## config.mk

```make
export PLATFORM = sky130hd
export DESIGN_NAME = spf_frame_track
export DESIGN_NICKNAME = d
export VERILOG_FILES = /design/src/rtl/spf_pkg.sv /design/src/rtl/spf_frame_track.sv
export SDC_FILE = /design/constraint.sdc
export NUM_CORES = 1
export LEC_CHECK = 0
export ABC_AREA = 0
export BUFFER_PORTS_ARGS = -buffer_cell sky130_fd_sc_hd__buf_2
export CAP_MARGIN = 20
export CORE_ASPECT_RATIO = 1.75
export CORE_MARGIN = 2
export CORE_UTILIZATION = 30
export CTS_CLUSTER_DIAMETER = 50
export DETAILED_ROUTE_END_ITERATION = 8
export GPL_TIMING_DRIVEN = 0
export HOLD_SLACK_MARGIN = 0.15
export REMOVE_ABC_BUFFERS = 1
export SLEW_MARGIN = 20
export SYNTH_ARGS = -nofsm -noshare
export SYNTH_HDL_FRONTEND = slang
export SYNTH_SLANG_ARGS = --single-unit
```

## constraint.sdc

```tcl
create_clock -name aclk -period 6.9 [get_ports aclk]
set_input_delay 0.69 -clock aclk [delete_from_list [all_inputs] [get_ports aclk]]
set_output_delay 0.69 -clock aclk [all_outputs]
set_load 0.02 [all_outputs]
```

## src/rtl/spf_pkg.sv

```systemverilog
// shared types, constants and register codes for the spectrum peak detector
`default_nettype none

package spf_pkg;

    // field widths
    localparam int BIN_W      = 10;
    localparam int MAG_W      = 16;
    localparam int SUM_W      = 24;
    localparam int AVG_W      = 24;
    localparam int FRAC_W     = 8;
    localparam int CFG_IDX_W  = 2;
    localparam int CFG_DATA_W = 16;

    // parameter defaults
    localparam int FRAME_BINS_DEF    = 1024;
    localparam int NOISE_DIVISOR_DEF = 186;
    localparam int MAG_BITS_DEF      = 16;

    // register reset values
    localparam logic [BIN_W-1:0] WINDOW_FIRST_RST = BIN_W'(4);
    localparam logic [BIN_W-1:0] WINDOW_LAST_RST  = BIN_W'(192);
    localparam logic [MAG_W-1:0] START_FLOOR_RST  = '0;

    localparam logic [SUM_W-1:0] SUM_MAX = '1;

    // divide by three through a reciprocal, exact for dividends below 2^(AVG_W+2)
    localparam int DIV3_IN_W  = AVG_W + 2;
    localparam int DIV3_SHIFT = AVG_W + 4;
    localparam int DIV3_MUL_W = AVG_W + 3;
    localparam logic [DIV3_MUL_W-1:0] DIV3_MUL =
        DIV3_MUL_W'(((64'd1 << DIV3_SHIFT) + 64'd2) / 64'd3);

    // configuration register indexes
    typedef enum logic [CFG_IDX_W-1:0] {
        CFG_WINDOW_FIRST = 2'd0,
        CFG_WINDOW_LAST  = 2'd1,
        CFG_START_FLOOR  = 2'd2
    } cfg_reg_t;

    typedef struct packed {
        logic [BIN_W-1:0] window_first;
        logic [BIN_W-1:0] window_last;
        logic [MAG_W-1:0] start_floor;
    } cfg_t;

    // peak data carried along the evaluation pipeline
    typedef struct packed {
        logic [BIN_W-1:0] peak_idx;
        logic [MAG_W-1:0] peak_mag;
        logic             max_valid;
    } peak_info_t;

    // frame totals captured on the last bin
    typedef struct packed {
        peak_info_t       peak;
        logic [MAG_W-1:0] left;
        logic [MAG_W-1:0] right;
        logic [SUM_W-1:0] sum;
        logic             clr;
    } frame_eval_t;

    // evaluated frame ahead of the peak decision
    typedef struct packed {
        peak_info_t       peak;
        logic [AVG_W-1:0] avg;
    } result_t;

endpackage

`default_nettype wire

```

## src/rtl/spf_frame_track.sv

```systemverilog
// per-bin tracking of window sum, running maximum and its neighbors
`default_nettype none

module spf_frame_track #(
    parameter int FRAME_BINS = spf_pkg::FRAME_BINS_DEF,
    parameter int MAG_BITS   = spf_pkg::MAG_BITS_DEF
) (
    input  wire logic                      aclk,
    input  wire logic                      aresetn,
    input  wire spf_pkg::cfg_t             cfg,
    input  wire logic                      s_valid,
    output logic                           s_ready,
    input  wire logic [spf_pkg::MAG_W-1:0] s_magnitude,
    input  wire logic                      s_last_of_frame,
    input  wire logic                      s_clear_average,
    output logic                           e_valid,
    input  wire logic                      e_ready,
    output spf_pkg::frame_eval_t           e_data
);

    localparam int MW    = spf_pkg::MAG_W;
    localparam int BW    = spf_pkg::BIN_W;
    localparam int SW    = spf_pkg::SUM_W;
    localparam int CNT_W = $clog2(FRAME_BINS);
    localparam int CMP_W = (CNT_W > BW) ? CNT_W : BW;
    localparam logic [MW-1:0] MAG_MASK =
        (MAG_BITS >= MW) ? {MW{1'b1}} : MW'((64'd1 << MAG_BITS) - 64'd1);
    localparam logic [CNT_W-1:0] CNT_LAST = CNT_W'(FRAME_BINS - 1);

    logic [CNT_W-1:0] bin_cnt_reg,    bin_cnt_next;
    logic [MW-1:0]    run_max_reg,    run_max_next;
    logic [BW-1:0]    max_idx_reg,    max_idx_next;
    logic             max_valid_reg,  max_valid_next;
    logic [MW-1:0]    left_reg,       left_next;
    logic [MW-1:0]    right_reg,      right_next;
    logic             right_pend_reg, right_pend_next;
    logic [MW-1:0]    prev_reg,       prev_next;
    logic [SW-1:0]    sum_reg,        sum_next;
    logic             e_valid_reg,    e_valid_next;
    spf_pkg::frame_eval_t e_reg,      e_next;

    logic             s_accept;
    logic [MW-1:0]    mag;
    logic [CMP_W-1:0] idx_ext;
    logic             in_win;
    logic [MW-1:0]    thr;
    logic [SW:0]      sum_add;
    logic [SW-1:0]    sum_sat;
    logic             new_max;
    logic [MW-1:0]    up_max;
    logic [BW-1:0]    up_idx;
    logic             up_valid;
    logic [MW-1:0]    up_left;
    logic [MW-1:0]    up_right;
    logic [SW-1:0]    up_sum;

    assign s_ready  = !e_valid_reg || e_ready;
    assign s_accept = s_valid && s_ready;
    assign e_valid  = e_valid_reg;
    assign e_data   = e_reg;

    // state after this bin
    always_comb begin
        mag      = s_magnitude & MAG_MASK;
        idx_ext  = CMP_W'(bin_cnt_reg);
        in_win   = (idx_ext >= CMP_W'(cfg.window_first)) &&
                   (idx_ext <= CMP_W'(cfg.window_last));
        thr      = max_valid_reg ? run_max_reg : cfg.start_floor;
        sum_add  = {1'b0, sum_reg} + (SW + 1)'(mag);
        sum_sat  = sum_add[SW] ? spf_pkg::SUM_MAX : sum_add[SW-1:0];
        new_max  = in_win && (mag > thr);
        up_max   = new_max ? mag : run_max_reg;
        up_idx   = new_max ? idx_ext[BW-1:0] : max_idx_reg;
        up_valid = new_max || max_valid_reg;
        up_left  = new_max ? prev_reg : left_reg;
        up_right = new_max ? '0 : (right_pend_reg ? mag : right_reg);
        up_sum   = in_win ? sum_sat : sum_reg;
    end

    // next state, cleared after the last bin
    always_comb begin
        bin_cnt_next    = bin_cnt_reg;
        run_max_next    = run_max_reg;
        max_idx_next    = max_idx_reg;
        max_valid_next  = max_valid_reg;
        left_next       = left_reg;
        right_next      = right_reg;
        right_pend_next = right_pend_reg;
        prev_next       = prev_reg;
        sum_next        = sum_reg;
        if (s_accept) begin
            if (s_last_of_frame) begin
                bin_cnt_next    = '0;
                run_max_next    = cfg.start_floor;
                max_idx_next    = '0;
                max_valid_next  = 1'b0;
                left_next       = '0;
                right_next      = '0;
                right_pend_next = 1'b0;
                prev_next       = '0;
                sum_next        = '0;
            end else begin
                bin_cnt_next    = (bin_cnt_reg == CNT_LAST) ? '0 : bin_cnt_reg + 1'b1;
                run_max_next    = up_max;
                max_idx_next    = up_idx;
                max_valid_next  = up_valid;
                left_next       = up_left;
                right_next      = up_right;
                right_pend_next = new_max;
                prev_next       = mag;
                sum_next        = up_sum;
            end
        end
    end

    // frame totals handed to the evaluation pipeline
    always_comb begin
        e_valid_next = e_valid_reg && !e_ready;
        e_next       = e_reg;
        if (s_accept && s_last_of_frame) begin
            e_valid_next           = 1'b1;
            e_next.peak.peak_idx   = up_idx;
            e_next.peak.peak_mag   = up_valid ? up_max : cfg.start_floor;
            e_next.peak.max_valid  = up_valid;
            e_next.left            = up_left;
            e_next.right           = up_right;
            e_next.sum             = up_sum;
            e_next.clr             = s_clear_average;
        end
    end

    always_ff @(posedge aclk) begin
        if (!aresetn) begin
            bin_cnt_reg    <= '0;
            max_valid_reg  <= 1'b0;
            left_reg       <= '0;
            right_reg      <= '0;
            right_pend_reg <= 1'b0;
            prev_reg       <= '0;
            sum_reg        <= '0;
            e_valid_reg    <= 1'b0;
        end else begin
            bin_cnt_reg    <= bin_cnt_next;
            max_valid_reg  <= max_valid_next;
            left_reg       <= left_next;
            right_reg      <= right_next;
            right_pend_reg <= right_pend_next;
            prev_reg       <= prev_next;
            sum_reg        <= sum_next;
            e_valid_reg    <= e_valid_next;
        end
    end

    always_ff @(posedge aclk) begin
        run_max_reg <= run_max_next;
        max_idx_reg <= max_idx_next;
        e_reg       <= e_next;
    end

`ifndef NO_ASSERTIONS
    // last bin restarts the frame and queues an evaluation
    a_last_restarts: assert property (@(posedge aclk) disable iff (!aresetn)
        (s_accept && s_last_of_frame) |=>
            (bin_cnt_reg == '0) && !max_valid_reg && !right_pend_reg && e_valid_reg)
        else $error("frame state not cleared after last bin");

    // bin counter moves only on an accepted word
    a_cnt_holds: assert property (@(posedge aclk) disable iff (!aresetn)
        !s_accept |=> $stable(bin_cnt_reg))
        else $error("bin counter moved without an accepted word");
`endif

endmodule

`default_nettype wire

```

==> metrics.yaml <==
cts:
  clock_latency_ns: 0.47
  cts_sinks: 195
  cts_setup_buffers: 0
  clk_pin_slew_worst_paths_ns: 0.07
  numCtsBuffers: 17
  tritoncts: "built"
  h-tree-depth: 4
  postCtsHoldBufs: 0
  cts_root_buf: "clkbuf_16"
  clk_path_buf_depth: 2
  cts_resized: 0
floorplan:
  coreArea_um2: 34460
  io_pins: 144
  die_y_um: 251.4
  start_util: 0.3044
  die_area_um2: 36530
  dieWidth_um: 145.3
  row_count: 90
synthesis:
  syn-cell-area_um2: 10490
  yosysWarningCount: 0
  async_flop_share: 0
  synth_edf_count: 110
  synth_top_area_cell: "edfxtp_1"
  avgSynthCellArea_um2: 9.432
  synth_cells: 1112
  synth_top_area_share: 0.3149
  ys_seq_elements: 195
  synthTopCellsByArea: "edfxtp_1 (31%), dfxtp_1 (16%), ha_1 (6.3%)"
  synth_ff_type: "edfxtp_1"
  yosysSeqAreaShare: 0.4772
  synth_cell_types: 64
run_status:
  status: "finished clean"
global_route:
  grtUsageTotal: 0.1662
  grt_pass1_wl_um: 47490
  grt_pass1_vias: 8751
  grt_antenna_before_repair: 1
  overflow: 0
  grt_max_degree: 67
critical_path:
  crit_chain: "buf_2 > ha_1 > fa_1 > a211oi_1 > o21ai_1 > a221o_1 > a21oi_2 > or2_1 > o21ai_0 > mux2_2"
  cp_top_family: "compound AO/OA/AOI/OAI gates"
  start_kind: "input pin"
  crit_path_end_kind: "flop"
  r2r-start: "max_valid_reg$_SDFFE_PN0P_"
  worstRegToRegCells: 9
  timing.critical_path.fanout_max: 19
  cpPeakStageDelay_ns: 0.64
  worst_r2r_endpoint: "e_data[54]$_DFFE_PP_"
  cp.buffers_inverters: 1
  required_ns: 7.11
  slowest_stage: "or2_1"
  cp.arrival_ns: 4.11
  crit_type: "input pin to flop"
  rrSetupSlack_ns: 3.02
sta:
  whs_ns: 0.3991
  setup_viol: 0
  timing.final.crit_share: 0.5654
  hold_viol: 0
  rsz0062_at_grt: "no"
  fin_tns_setup_ns: 0
  slew_headroom: 0.3347
  tightest_slew_ns: 0.9979
  finClkSkew_ns: 0.009905
  fmaxAchievable_ghz: 0.2563
  fin_crit_ns: 3.902
  maxSlewViolCount: 0
layout:
  layout.nets: 1325
  area_delta_synth_final_pct: 18.16
  final_cell_mix: "buf_2 (142), nand2_1 (138), edfxtp_1 (110)"
  fin_area_um2: 12390
  drive_gt1_frac: 0.1786
  final_cells: 1688
  layout_commonest_cell: "buf_2"
  largest_reg_flops: 84
placement:
  dp_hpwl_um: 21760
  port_buffers: 143
  dp_cells: 1654
  placed_cell_area_um2: 11770
  finalWeightedCongestion: 0.8450
pwr:
  irDropWorstVdd_v: 0.0001297
  p_leak_nw: 4.958
  powerDensity_nw_per_um2: 211.2
route:
  route.detailed.drc: 0
  route.met2.wl_um: 15540
  post_drt_wl_per_cell_um: 18.17
  drtIter0Drc: 745
  viasPerCell: 5.215
  num_vias: 8803
  wl_um: 30670
  antenna_left: 0
  met1Wirelength_um: 12190
  highest_layer: "met4"
  first_pass_iters: 5
  met3_length_um: 1148
flow_run:
  maxCapViolations: 0
hold_path:
  hp-start: "s_clear_average"
  min_path_cells: 1
  min_path_type: "input pin to flop"
  holdPathEnd: "e_data[0]$_DFFE_PP_"
==> layer usage <==
layer | global-route usage | vias up
li1 | - | 4258
met1 | 0.1838 | 4204
met2 | 0.2957 | 261
met3 | 0.02559 | 80
met4 | 0.1062 | 0
met5 | 0 | -
==> where the power goes <==
group / total, mW / internal, mW / switching (mW)
registers: 1.28 / 1.26 / 0.0128
clock network: 1.08 / 0.581 / 0.494
logic: 0.265 / 0.0829 / 0.182
total: 2.62 / 1.93 / 0.689
==> Yosys cell counts (8+ instances only) <==
library cell	count
nand2_1	140
edfxtp_1	110
dfxtp_1	85
nor2_1	74
a21oi_1	71
inv_1	62
o21ai_0	61
nand3_1	59
ha_1	53
clkbuf_1	50
mux2i_1	32
nor3_1	28
and3_1	24
nor2b_1	23
a21boi_0	21
a211o_1	18
a21o_1	16
o221ai_1	16
buf_2	15
a31oi_1	12
a211oi_1	11
o31ai_1	10
nand4_1	8
o311ai_0	8
o311ai_1	8
xnor2_1	8
xor2_1	8
==> cells by family (layout without fill, tap and decap cells) <==
family	count (synthesis)	in the layout	share of synthesized area
buf+inv	135	249	0.05225
xor+xnor	16	16	0.01336
mux	38	38	0.03698
other cells	0	2	0
flops	195	195	0.4772
compound gates	294	294	0.1874
fa+ha+maj	54	54	0.06513
simple gates	380	380	0.1677
==> layout make-up <==
class | instances | area, um^2
sequential | 195 | 5007
timing repair buffer | 155 | 969.7
clock inverter | 15 | 193.9
clock buffer | 17 | 425.4
tap | 460 | 575.6
antenna | 2 | 5.005
fill | 3593 | 22060
multi-input combinational | 782 | 4979
inverter | 62 | 237.7
==> worst max-delay path by stage <==
stage | from | endpoint | slack (ns) | cells after the start
after detailed placement | s_magnitude[0] | e_data[13]$_DFFE_PP_ | 2.53 | 10
after floorplan | cfg[21] | e_data[41]$_DFFE_PP_ | 0.64 | 9
after global placement | cfg[21] | e_data[56]$_DFFE_PP_ | -3.36 | 10
final | s_magnitude[0] | e_data[13]$_DFFE_PP_ | 3.00 | 10
after CTS | max_valid_reg$_SDFFE_PN0P_ | e_data[56]$_DFFE_PP_ | 2.56 | 10
after global routing | max_valid_reg$_SDFFE_PN0P_ | e_data[54]$_DFFE_PP_ | 2.71 | 10
==> through the flow <==
stage          utilization  setup WS (ns)  total power, mW
4_1_cts             0.3594          2.558            2.642
3_5_place_dp        0.3415          2.530            1.570
2_1_floorplan            -         0.6386            1.440
5_1_grt             0.3596          2.709            2.705
3_3_place_gp        0.3327         -3.359            1.549
6_report            0.3597          2.998            2.617
Note: power is estimated with default switching activity, not from simulation.
