===== config.mk =====
export PLATFORM = sky130hd
export DESIGN_NAME = spf_result
export DESIGN_NICKNAME = d
export VERILOG_FILES = /design/src/rtl/spf_pkg.sv /design/src/rtl/spf_result.sv
export SDC_FILE = /design/constraint.sdc
export NUM_CORES = 1
export LEC_CHECK = 0
export BUFFER_PORTS_ARGS = -buffer_cell sky130_fd_sc_hd__buf_2
export CAP_MARGIN = 20
export CORE_MARGIN = 3
export CORE_UTILIZATION = 40
export CTS_BUF_LIST = sky130_fd_sc_hd__clkbuf_4 sky130_fd_sc_hd__clkbuf_8
export CTS_CLUSTER_DIAMETER = 80
export CTS_CLUSTER_SIZE = 25
export DETAILED_ROUTE_END_ITERATION = 16
export PLACE_DENSITY = 0.78
export SLEW_MARGIN = 40
export SYNTH_ARGS = -nofsm -noshare
export SYNTH_HDL_FRONTEND = slang
export SYNTH_SLANG_ARGS = --single-unit
export TNS_END_PERCENT = 1

===== constraint.sdc =====
create_clock -name aclk -period 5 [get_ports aclk]
set_input_delay 0 -clock aclk [delete_from_list [all_inputs] [get_ports aclk]]
set_output_delay 0 -clock aclk [all_outputs]
set_load 0.02 [all_outputs]

===== src/rtl/spf_pkg.sv =====
// shared types, constants and register codes for the spectrum peak detector
`default_nettype none

package spf_pkg;

    // field widths
    localparam int BIN_W      = 10;
    localparam int MAG_W      = 16;
    localparam int SUM_W      = 24;
    localparam int AVG_W      = 24;
    localparam int FRAC_W     = 8;
    localparam int CFG_IDX_W  = 2;
    localparam int CFG_DATA_W = 16;

    // parameter defaults
    localparam int FRAME_BINS_DEF    = 1024;
    localparam int NOISE_DIVISOR_DEF = 186;
    localparam int MAG_BITS_DEF      = 16;

    // register reset values
    localparam logic [BIN_W-1:0] WINDOW_FIRST_RST = BIN_W'(4);
    localparam logic [BIN_W-1:0] WINDOW_LAST_RST  = BIN_W'(192);
    localparam logic [MAG_W-1:0] START_FLOOR_RST  = '0;

    localparam logic [SUM_W-1:0] SUM_MAX = '1;

    // divide by three through a reciprocal, exact for dividends below 2^(AVG_W+2)
    localparam int DIV3_IN_W  = AVG_W + 2;
    localparam int DIV3_SHIFT = AVG_W + 4;
    localparam int DIV3_MUL_W = AVG_W + 3;
    localparam logic [DIV3_MUL_W-1:0] DIV3_MUL =
        DIV3_MUL_W'(((64'd1 << DIV3_SHIFT) + 64'd2) / 64'd3);

    // configuration register indexes
    typedef enum logic [CFG_IDX_W-1:0] {
        CFG_WINDOW_FIRST = 2'd0,
        CFG_WINDOW_LAST  = 2'd1,
        CFG_START_FLOOR  = 2'd2
    } cfg_reg_t;

    typedef struct packed {
        logic [BIN_W-1:0] window_first;
        logic [BIN_W-1:0] window_last;
        logic [MAG_W-1:0] start_floor;
    } cfg_t;

    // peak data carried along the evaluation pipeline
    typedef struct packed {
        logic [BIN_W-1:0] peak_idx;
        logic [MAG_W-1:0] peak_mag;
        logic             max_valid;
    } peak_info_t;

    // frame totals captured on the last bin
    typedef struct packed {
        peak_info_t       peak;
        logic [MAG_W-1:0] left;
        logic [MAG_W-1:0] right;
        logic [SUM_W-1:0] sum;
        logic             clr;
    } frame_eval_t;

    // evaluated frame ahead of the peak decision
    typedef struct packed {
        peak_info_t       peak;
        logic [AVG_W-1:0] avg;
    } result_t;

endpackage

`default_nettype wire


===== src/rtl/spf_result.sv =====
// peak decision against twice the average and the result register
`default_nettype none

module spf_result (
    input  wire logic                      aclk,
    input  wire logic                      aresetn,
    input  wire logic                      r_valid,
    output logic                           r_ready,
    input  wire spf_pkg::result_t          r_data,
    output logic                           m_valid,
    input  wire logic                      m_ready,
    output logic [spf_pkg::BIN_W-1:0]      m_peak_bin,
    output logic [spf_pkg::MAG_W-1:0]      m_peak_magnitude,
    output logic [spf_pkg::MAG_W-1:0]      m_noise_level,
    output logic                           m_peak_found
);

    localparam int CW = spf_pkg::AVG_W + 1;

    logic                      m_valid_reg;
    logic [spf_pkg::BIN_W-1:0] peak_bin_reg;
    logic [spf_pkg::MAG_W-1:0] peak_mag_reg;
    logic [spf_pkg::MAG_W-1:0] noise_reg;
    logic                      found_reg;

    logic [CW-1:0] peak_scaled;
    logic [CW-1:0] avg_twice;
    logic          found;

    assign r_ready = !m_valid_reg || m_ready;

    // peak in 16.8 against twice the average
    always_comb begin
        peak_scaled = CW'({r_data.peak.peak_mag, {spf_pkg::FRAC_W{1'b0}}});
        avg_twice   = {r_data.avg, 1'b0};
        found       = r_data.peak.max_valid && (peak_scaled > avg_twice);
    end

    always_ff @(posedge aclk) begin
        if (!aresetn) begin
            m_valid_reg <= 1'b0;
        end else if (r_ready) begin
            m_valid_reg <= r_valid;
        end
    end

    always_ff @(posedge aclk) begin
        if (r_ready && r_valid) begin
            peak_bin_reg <= found ? r_data.peak.peak_idx : '0;
            peak_mag_reg <= r_data.peak.peak_mag;
            noise_reg    <= r_data.avg[spf_pkg::FRAC_W +: spf_pkg::MAG_W];
            found_reg    <= found;
        end
    end

    assign m_valid          = m_valid_reg;
    assign m_peak_bin       = peak_bin_reg;
    assign m_peak_magnitude = peak_mag_reg;
    assign m_noise_level    = noise_reg;
    assign m_peak_found     = found_reg;

`ifndef NO_ASSERTIONS
    // no peak reports bin zero
    a_no_peak_bin: assert property (@(posedge aclk) disable iff (!aresetn)
        (m_valid_reg && !found_reg) |-> (peak_bin_reg == '0))
        else $error("peak bin set without a peak");
`endif

endmodule

`default_nettype wire


==> results of run 1 <==
==> cells by family after synthesis <==
logic type	count (synthesis)	share of synthesized area
adder cells (fa/ha/maj)	16	0.1045
buffers and inverters	19	0.04180
AO/OA/AOI/OAI	15	0.05225
flip-flops	44	0.6845
AND/OR/NAND/NOR	26	0.1169
==> per-layer routing <==
layer  vias up  routed length, um  track usage  share of wire
li1        719                  -            -              -
met1       654               1624       0.1741           0.37
met2        64               2452       0.3298           0.55
met3         2                339      0.04539          0.076
met4         0                 20      0.02330         0.0045
met5         -                  0            0              0
==> worst max-delay path, stage by stage <==
cell and delay, ps:
dlygate4sd3_1 550, buf_2 120, inv_1 40, ha_1 290, nand4_1 160, nor3_1 250
nand4_1 110, nand2_1 440, nor3b_1 100
==> final timing paths <==
kind / start / end / slack (ps)
min reg2reg: m_valid / m_peak_magnitude[12] / 1000
max: r_data[13] / m_peak_bin[9] / 2930
min: r_data[48] / m_peak_bin[7] / 50
max reg2reg: m_valid / m_peak_bin[1] / 3680
==> area by class of cell <==
class,count,share of cell area
clock inverters,1,0.001299
well taps,52,0.02251
clock buffers,7,0.02900
multi-input cells,57,0.1823
flip-flops and latches,44,0.4537
inverters,17,0.02208
repair buffers,133,0.2892
==> power by group <==
| group | internal, mW | total [mW] | switching (mW) | leakage [nW] |
|---|---|---|---|---|
| sequential | 0.430 | 0.435 | 0.00511 | 0.427 |
| clock | 0.108 | 0.214 | 0.106 | 0.0467 |
| combinational | 0.0658 | 0.145 | 0.0791 | 0.854 |
==> cells in the mapped netlist (2+ instances only) <==
master	n	share of area
edfxtp_1	43	0.67
inv_1	17	0.033
ha_1	16	0.10
nor3b_2	9	0.059
a21oi_1	7	0.018
nand2_1	4	0.0078
nand4_1	3	0.0098
a21o_1	2	0.0078
nor2_1	2	0.0039
==> stage by stage <==
| stage | utilization | total power, mW | hold WS [ps] |
|---|---|---|---|
| after global routing | 0.6460 | 0.8319 | 58.32 |
| final | 0.6460 | 0.7944 | 49.65 |
| after global placement | 0.5501 | 0.5651 | 193.4 |
| after floorplan | - | 0.5164 | 98.87 |
| after CTS | 0.6460 | 0.8025 | 47.80 |
| after detailed placement | 0.5503 | 0.5686 | 193.1 |
==> results_dict.tcl, run 1 <==
set metrics [dict create \
    outcome "finished clean" \
    drc 0 \
    layout_common_cells "buf_2, edfxtp_1, dlygate4sd3_1" \
    rsz0062_at_grt "false" \
    synth-main-ff-cell "edfxtp_1" \
    yosys_warnings 0 \
    start_kind "primary input" \
    synth_area_mm2 0.001916 \
    grt_pass1_wl_mm 7.031 \
    chipWidth_um 75.20 \
    slew_headroom 0.6257 \
    cts_max_level 2 \
    seq_area_mm2 0.001311 \
    drv_slew 0 \
    antenna_found_initial 0 \
    ant_nets 0 \
    clock_skew_ps 6.308 \
    cts_tree "built" \
    hold_violations 0 \
    drtIter0Drc 89 \
    drive_gt1_frac 0.4595 \
    synthCells 120 \
    vias_per_cell 4.627 \
    clk_pin_slew_ps 70 \
    gp_congestion 0.7699 \
    synth.distinct_cells 26 \
    endpoint_kind "register" \
    cts-root-buf "clkbuf_8" \
    final_area_mm2 0.002890 \
    drt_pass1_iterations 4 \
    multi_input_area_um2 526.8 \
    vias 1439 \
    dp_cells 269 \
    worstSetupPathType "in2reg" \
    worst_slew_pin_slew_ps 560.1 \
    cts_resized 0 \
    synth-edff-count 43 \
    syn_nets 191 \
    tns_ps 0 \
    whs_path_depth 2 \
    synth_seq_cells 44 \
    grt_max_degree 44 \
    r2r_cells 2 \
    setup_violations 0 \
    clk_latency_ps 280 \
    p_per_area_mw_per_mm2 274.9 \
    holdBufCountCts 34 \
    hold_path.class "in2reg" \
    clock_path_buffers 2 \
    num_antenna_cells 0 \
    cts_setup_buffers 0 \
    stdcell_count 311 \
    cp.required_ps 5000 \
    dp_hpwl_mm 3.088 \
    grt_pass1_vias 1539 \
    area_delta_synth_final_pct 50.88 \
    initial_core_util 0.4281 \
    cts.sinks 44 \
    io_pins 100 \
    pre_cts_ws_ps 3189 \
    numCtsBuffers 5 \
    routed_wl_mm 4.436 \
    grt_overflow 0 \
    p_leak_nw 1.328 \
    die_area_mm2 0.005655 \
    dieHeight_um 75.20 \
    ir_drop_mv 0.1664 \
    yosysSeqAreaShare 0.6845 \
    core_mm2 0.004474 \
    layout_min_cycle_time_ps 2069 \
    cp.arrival_ps 2070 \
    fmax_mhz 483.4 \
    fp-row-count 24 \
    syn_area_per_cell_um2 15.96 \
    place_area_mm2 0.002462 \
    track_usage 0.1652 \
    synthArstFlopShare 0 \
    wire_per_inst_um 14.26 \
    setup_slack_ps 2931 \
    layout.nets 329 \
    layout_commonest_cell "buf_2" \
    cap_violations 0 \
    fin_crit_sh 0.4137 \
    io_buffers 99 \
    worstPathMaxFanout 11 \
    fillers 348 \
]
Note: power is estimated with default switching activity, not from simulation.
==> run 2: changes to the inputs <==
==> constraint.sdc (replaced) <==
create_clock -name aclk -period 2.15 [get_ports aclk]
set_input_delay 0 -clock aclk [delete_from_list [all_inputs] [get_ports aclk]]
set_output_delay 0 -clock aclk [all_outputs]
set_load 0.02 [all_outputs]
==> run 2 against run 1 <==
Against the previous run: first-iteration DRC count decreased by 80%; count of clock-buffer cells in the layout decreased by 2; utilization increased by 1.2 points; global-route usage about the same; sequential share of layout area decreased by 0.85 points; routed wire length decreased by 0.18%; critical path depth unchanged; final area increased by 1.9%; worst hold slack got worse by 19 ps; combinational power increased by 140%; sequential power increased by 130%; largest power group unchanged.
==> results_dict.tcl, run 2 (same netlist as run 1, synthesis figures left out) <==
set metrics [dict create \
    seq_power_share 0.515 \
    layout.nets 330 \
    drive_gt1_frac 0.4731 \
    cts_tree "built" \
    drtIter0Drc 18 \
    cp.arrival_ps 2180 \
    use_met1 0.1692 \
    gr-max-usage-layer "met2" \
    area_delta_synth_final_pct 53.76 \
    ant_nets 0 \
    routed_wl_mm 4.428 \
    hold_path.class "in2reg" \
    worstPathMaxFanout 11 \
    worstSetupPathType "in2reg" \
    clk_pin_slew_ps 80 \
    die_area_mm2 0.005655 \
    min_from "r_data[43]" \
    met3_usage 0.05207 \
    startpoint "r_data[21]" \
    internal_power_mw 1.501 \
    clk_latency_ps 290 \
    cp.required_ps 2290 \
    cpPeakStageDelay_ps 530 \
    cts-root-buf "clkbuf_8" \
    vias 1443 \
    fp-row-count 24 \
    p_switching_uw 464.7 \
    num_antenna_cells 0 \
    slew_headroom 0.6706 \
    io_pins 100 \
    drv_slew 0 \
    vias_per_cell 4.625 \
    cap_violations 0 \
    p_per_area_mw_per_mm2 667.4 \
    p_leak_nw 1.346 \
    slowest_stage "dlygate4sd3_1" \
    cp_top_family "buffers and inverters" \
    path_cells "dlygate4sd3_1 > buf_2 > inv_1 > ha_1 > nand4b_4 > or2_1 > o32a_1 > o221a_2 > nor3b_2" \
    switching_share 0.2364 \
    hold_violations 0 \
    gp_congestion 0.7301 \
    p_clk_frac 0.311 \
    tns_ps 0 \
    outcome "finished clean" \
    setup_violations 0 \
    p_comb_frac 0.174 \
    grt_pass1_wl_mm 6.831 \
    cts_max_level 2 \
    endpoint_kind "register" \
    layout_common_cells "buf_2, edfxtp_1, dlygate4sd3_1" \
    cts.sinks 44 \
    clock_skew_ps 7.186 \
    fmax_mhz 489.2 \
    fin_crit_sh 0.9507 \
    dp_hpwl_mm 3.138 \
    dieHeight_um 75.20 \
    clock_path_buffers 2 \
    drt_pass1_iterations 4 \
    io_buffers 99 \
    initial_core_util 0.4281 \
    grtUsageMet2 0.3095 \
    core_mm2 0.004474 \
    antenna_found_initial 0 \
    numCtsBuffers 5 \
    chipWidth_um 75.20 \
    ir_drop_mv 0.7234 \
    rr_startpoint "m_valid" \
    grt_pass1_vias 1557 \
    layout_min_cycle_time_ps 2044 \
    start_kind "primary input" \
    worst_slew_pin_slew_ps 494.1 \
    grt_max_degree 25 \
    wire_per_inst_um 14.19 \
    grt_overflow 0 \
    worstPathBufferInverterCount 3 \
    track_usage 0.1650 \
    drc 0 \
    rsz0062_at_grt "false" \
    layout_commonest_cell "buf_2" \
    fin_util 0.6583 \
]
==> run 2: power by group through the flow <==
| stage | combinational (mW) | clock (mW) | sequential [mW] |
|---|---|---|---|
| 2_1_floorplan | 0.100 | 0 | 1.10 |
| 3_3_place_gp | 0.289 | 0 | 1.03 |
| 3_5_place_dp | 0.295 | 0 | 1.03 |
| 4_1_cts | 0.343 | 0.631 | 1.01 |
| 5_1_grt | 0.377 | 0.658 | 1.02 |
| 6_report | 0.342 | 0.612 | 1.01 |
==> run 2: timing repair <==
item	CTS	global route
buffers inserted	0	0
endpoints found under the setup margin	0	11
gates resized for setup	0	3
hold buffers	34	0
hold endpoints to repair	33	0
==> run 2: worst reg2reg max path, stage by stage, from the launching register on <==
cell      delay (ps)
dfxtp_1          320
nand2b_1          90
and2_2           470
buf_12           250
==> run 2: cell type report <==
| cell class | instances | area (um^2) |
|---|---|---|
| Clock buffer | 5 | 68.82 |
| Clock inverter | 3 | 42.54 |
| Fill cell | 338 | 1529 |
| Inverter | 17 | 63.81 |
| Multi-Input combinational cell | 57 | 538.0 |
| Sequential cell | 44 | 1311 |
| Tap cell | 52 | 65.06 |
| Timing Repair Buffer | 134 | 855.8 |
==> run 2: path summary, 6_finish.rpt <==
path,endpoint,slack (ps),cells after the start
worst max-delay path,m_peak_bin[4],110,9
worst min-delay path,m_peak_bin[2],30,2
worst max register to register,m_peak_bin[9],730,3
worst min register to register,m_noise_level[0],1010,2
==> run 2: layer usage <==
layer	up-vias	part of all wire
met1	653	0.37
li1	721	-
met4	0	0.020
met2	61	0.55
met5	-	0
met3	8	0.067
==> run 2: metrics by stage <==
step                cell area [um^2]  instances  hold WS, ps  total power, mW  setup slack, ps
floorplan                       1916        120        98.87            1.201            56.67
global placement                2481        270        193.1            1.319            383.8
detailed placement              2481        270        194.4            1.326            316.3
CTS                             2933        312        21.11            1.986            95.38
finish                          2945        312        30.28            1.966            105.9
global route                    2945        312        31.35            2.053            15.10
==> run 3: changes to the inputs <==
--- a/config.mk
+++ b/config.mk
@@ -5,6 +5,7 @@
 export SDC_FILE = /design/constraint.sdc
 export NUM_CORES = 1
 export LEC_CHECK = 0
+export ABC_CLOCK_PERIOD_IN_PS = 2150
 export BUFFER_PORTS_ARGS = -buffer_cell sky130_fd_sc_hd__buf_2
 export CAP_MARGIN = 20
 export CORE_MARGIN = 3
==> constraint.sdc (replaced) <==
create_clock -name aclk -period 2.15 [get_ports aclk]
set_input_delay 0 -clock aclk [delete_from_list [all_inputs] [get_ports aclk]]
set_output_delay 0 -clock aclk [all_outputs]
set_load 0.1 [all_outputs]
==> run 3 against run 2 <==
Against the previous run: via count up 0.28%; sequential cell count unchanged; die area unchanged; clock skew down 1.7 ps; utilization down 0.73 points; combinational power up 89%; final area down 1.1%; non-clock buffer count unchanged; cell count down 0.32%; clock power down 23%; worst hold slack better by 12 ps; largest cell class unchanged; largest power group unchanged.
==> results_dict.tcl, run 3 (same netlist as run 1, synthesis figures left out) <==
set metrics [dict create \
    outcome "finished clean" \
    grt_pass1_wl_mm 6.955 \
    layout_min_cycle_time_ps 2034 \
    wire_per_inst_um 14.91 \
    gp_congestion 0.7526 \
    ant_nets 0 \
    clk_latency_ps 280 \
    vias 1447 \
    hold_violations 0 \
    grt_overflow 0 \
    drc 0 \
    area_delta_synth_final_pct 52.06 \
    drv_slew 0 \
    dp_hpwl_mm 3.220 \
    track_usage 0.1681 \
    seq_area_mm2 0.001313 \
    setup_violations 0 \
    clk_pin_slew_ps 80 \
    clock_path_buffers 2 \
    antenna_found_initial 0 \
    cp.arrival_ps 2160 \
    endpoint_kind "register" \
    layout_common_cells "buf_2, edfxtp_1, dlygate4sd3_1" \
    whs_ps 42.73 \
    layout.nets 330 \
    p_per_area_mw_per_mm2 731.8 \
    cp.required_ps 2280 \
    dieHeight_um 75.20 \
    numCtsBuffers 5 \
    clock_skew_ps 5.469 \
    chipWidth_um 75.20 \
    rsz0062_at_grt "false" \
    grt_pass1_vias 1483 \
    hold_path.class "in2reg" \
    vias_per_cell 4.653 \
    io_buffers 99 \
    fin_util 0.6510 \
    cts_setup_buffers 0 \
    ir_drop_mv 0.4202 \
    routed_wl_mm 4.636 \
    slew_headroom 0.6576 \
    drive_gt1_frac 0.4672 \
    worstSetupPathType "in2reg" \
    core_mm2 0.004474 \
    cap_violations 0 \
    cts.sinks 44 \
    drt_pass1_iterations 4 \
    fin_crit_sh 0.9459 \
    worstPathMaxFanout 11 \
    cts_max_level 2 \
    start_kind "primary input" \
    initial_core_util 0.4281 \
    fp-row-count 24 \
    io_pins 100 \
    worst_slew_pin_slew_ps 513.6 \
    cts-root-buf "clkbuf_8" \
    fmax_mhz 491.7 \
    die_area_mm2 0.005655 \
    layout_commonest_cell "buf_2" \
    drtIter0Drc 80 \
    multi_input_area_um2 539.3 \
    cts_tree "built" \
    fillers 349 \
    p_leak_nw 1.331 \
    grt_max_degree 25 \
    tns_ps 0 \
    num_antenna_cells 0 \
]
run 3: layout make-up:
class | count | share of cell area
timing repair buffer | 134 | 0.2938
sequential | 44 | 0.4506
multi-input combinational | 57 | 0.1851
tap | 52 | 0.02234
inverter | 17 | 0.02191
clock inverter | 2 | 0.002577
clock buffer | 5 | 0.02363
run 3: through the flow:
step / setup slack, ps / instance area [um^2] / power [mW] / std cells
final: 116.4 / 2913 / 2.132 / 311
after global routing: 31.52 / 2913 / 2.221 / 311
after CTS: 80.62 / 2902 / 2.145 / 311
after detailed placement: 336.4 / 2485 / 1.626 / 270
after global placement: 378.0 / 2485 / 1.619 / 270
after floorplan: 66.85 / 1921 / 1.501 / 120
run 3: routing by layer:
metal	track usage	vias up	part of all wire
met5	0	-	0
met4	0.05825	0	0.018
met3	0.04005	8	0.063
met2	0.3172	60	0.54
met1	0.1822	658	0.38
li1	-	721	-
run 3: final timing paths:
path,from,end,slack [ps],depth (start not counted)
max,r_data[40],m_peak_bin[5],120,8
min,r_data[42],m_peak_bin[1],40,2
max reg2reg,m_valid,m_peak_magnitude[15],720,3
min reg2reg,m_valid,m_noise_level[6],1000,2
run 3: what timing repair did:
action,4_1_cts,5_1_grt
setup endpoints to repair,0,11
gates resized for setup,0,2
hold buffers,34,0
hold endpoints to repair,33,0
run 3: report_power, final:
part | switching, mW | internal [mW]
Combinational | 0.487 | 0.159
Sequential | 0.0123 | 1.00
Clock | 0.259 | 0.215
run 3: critical path: stages:
cell,delay (ps)
dlygate4sd3_1,540
buf_2,130
ha_1,320
nand4b_4,130
or2_1,280
o32a_1,360
o221a_4,190
nor3b_2,200
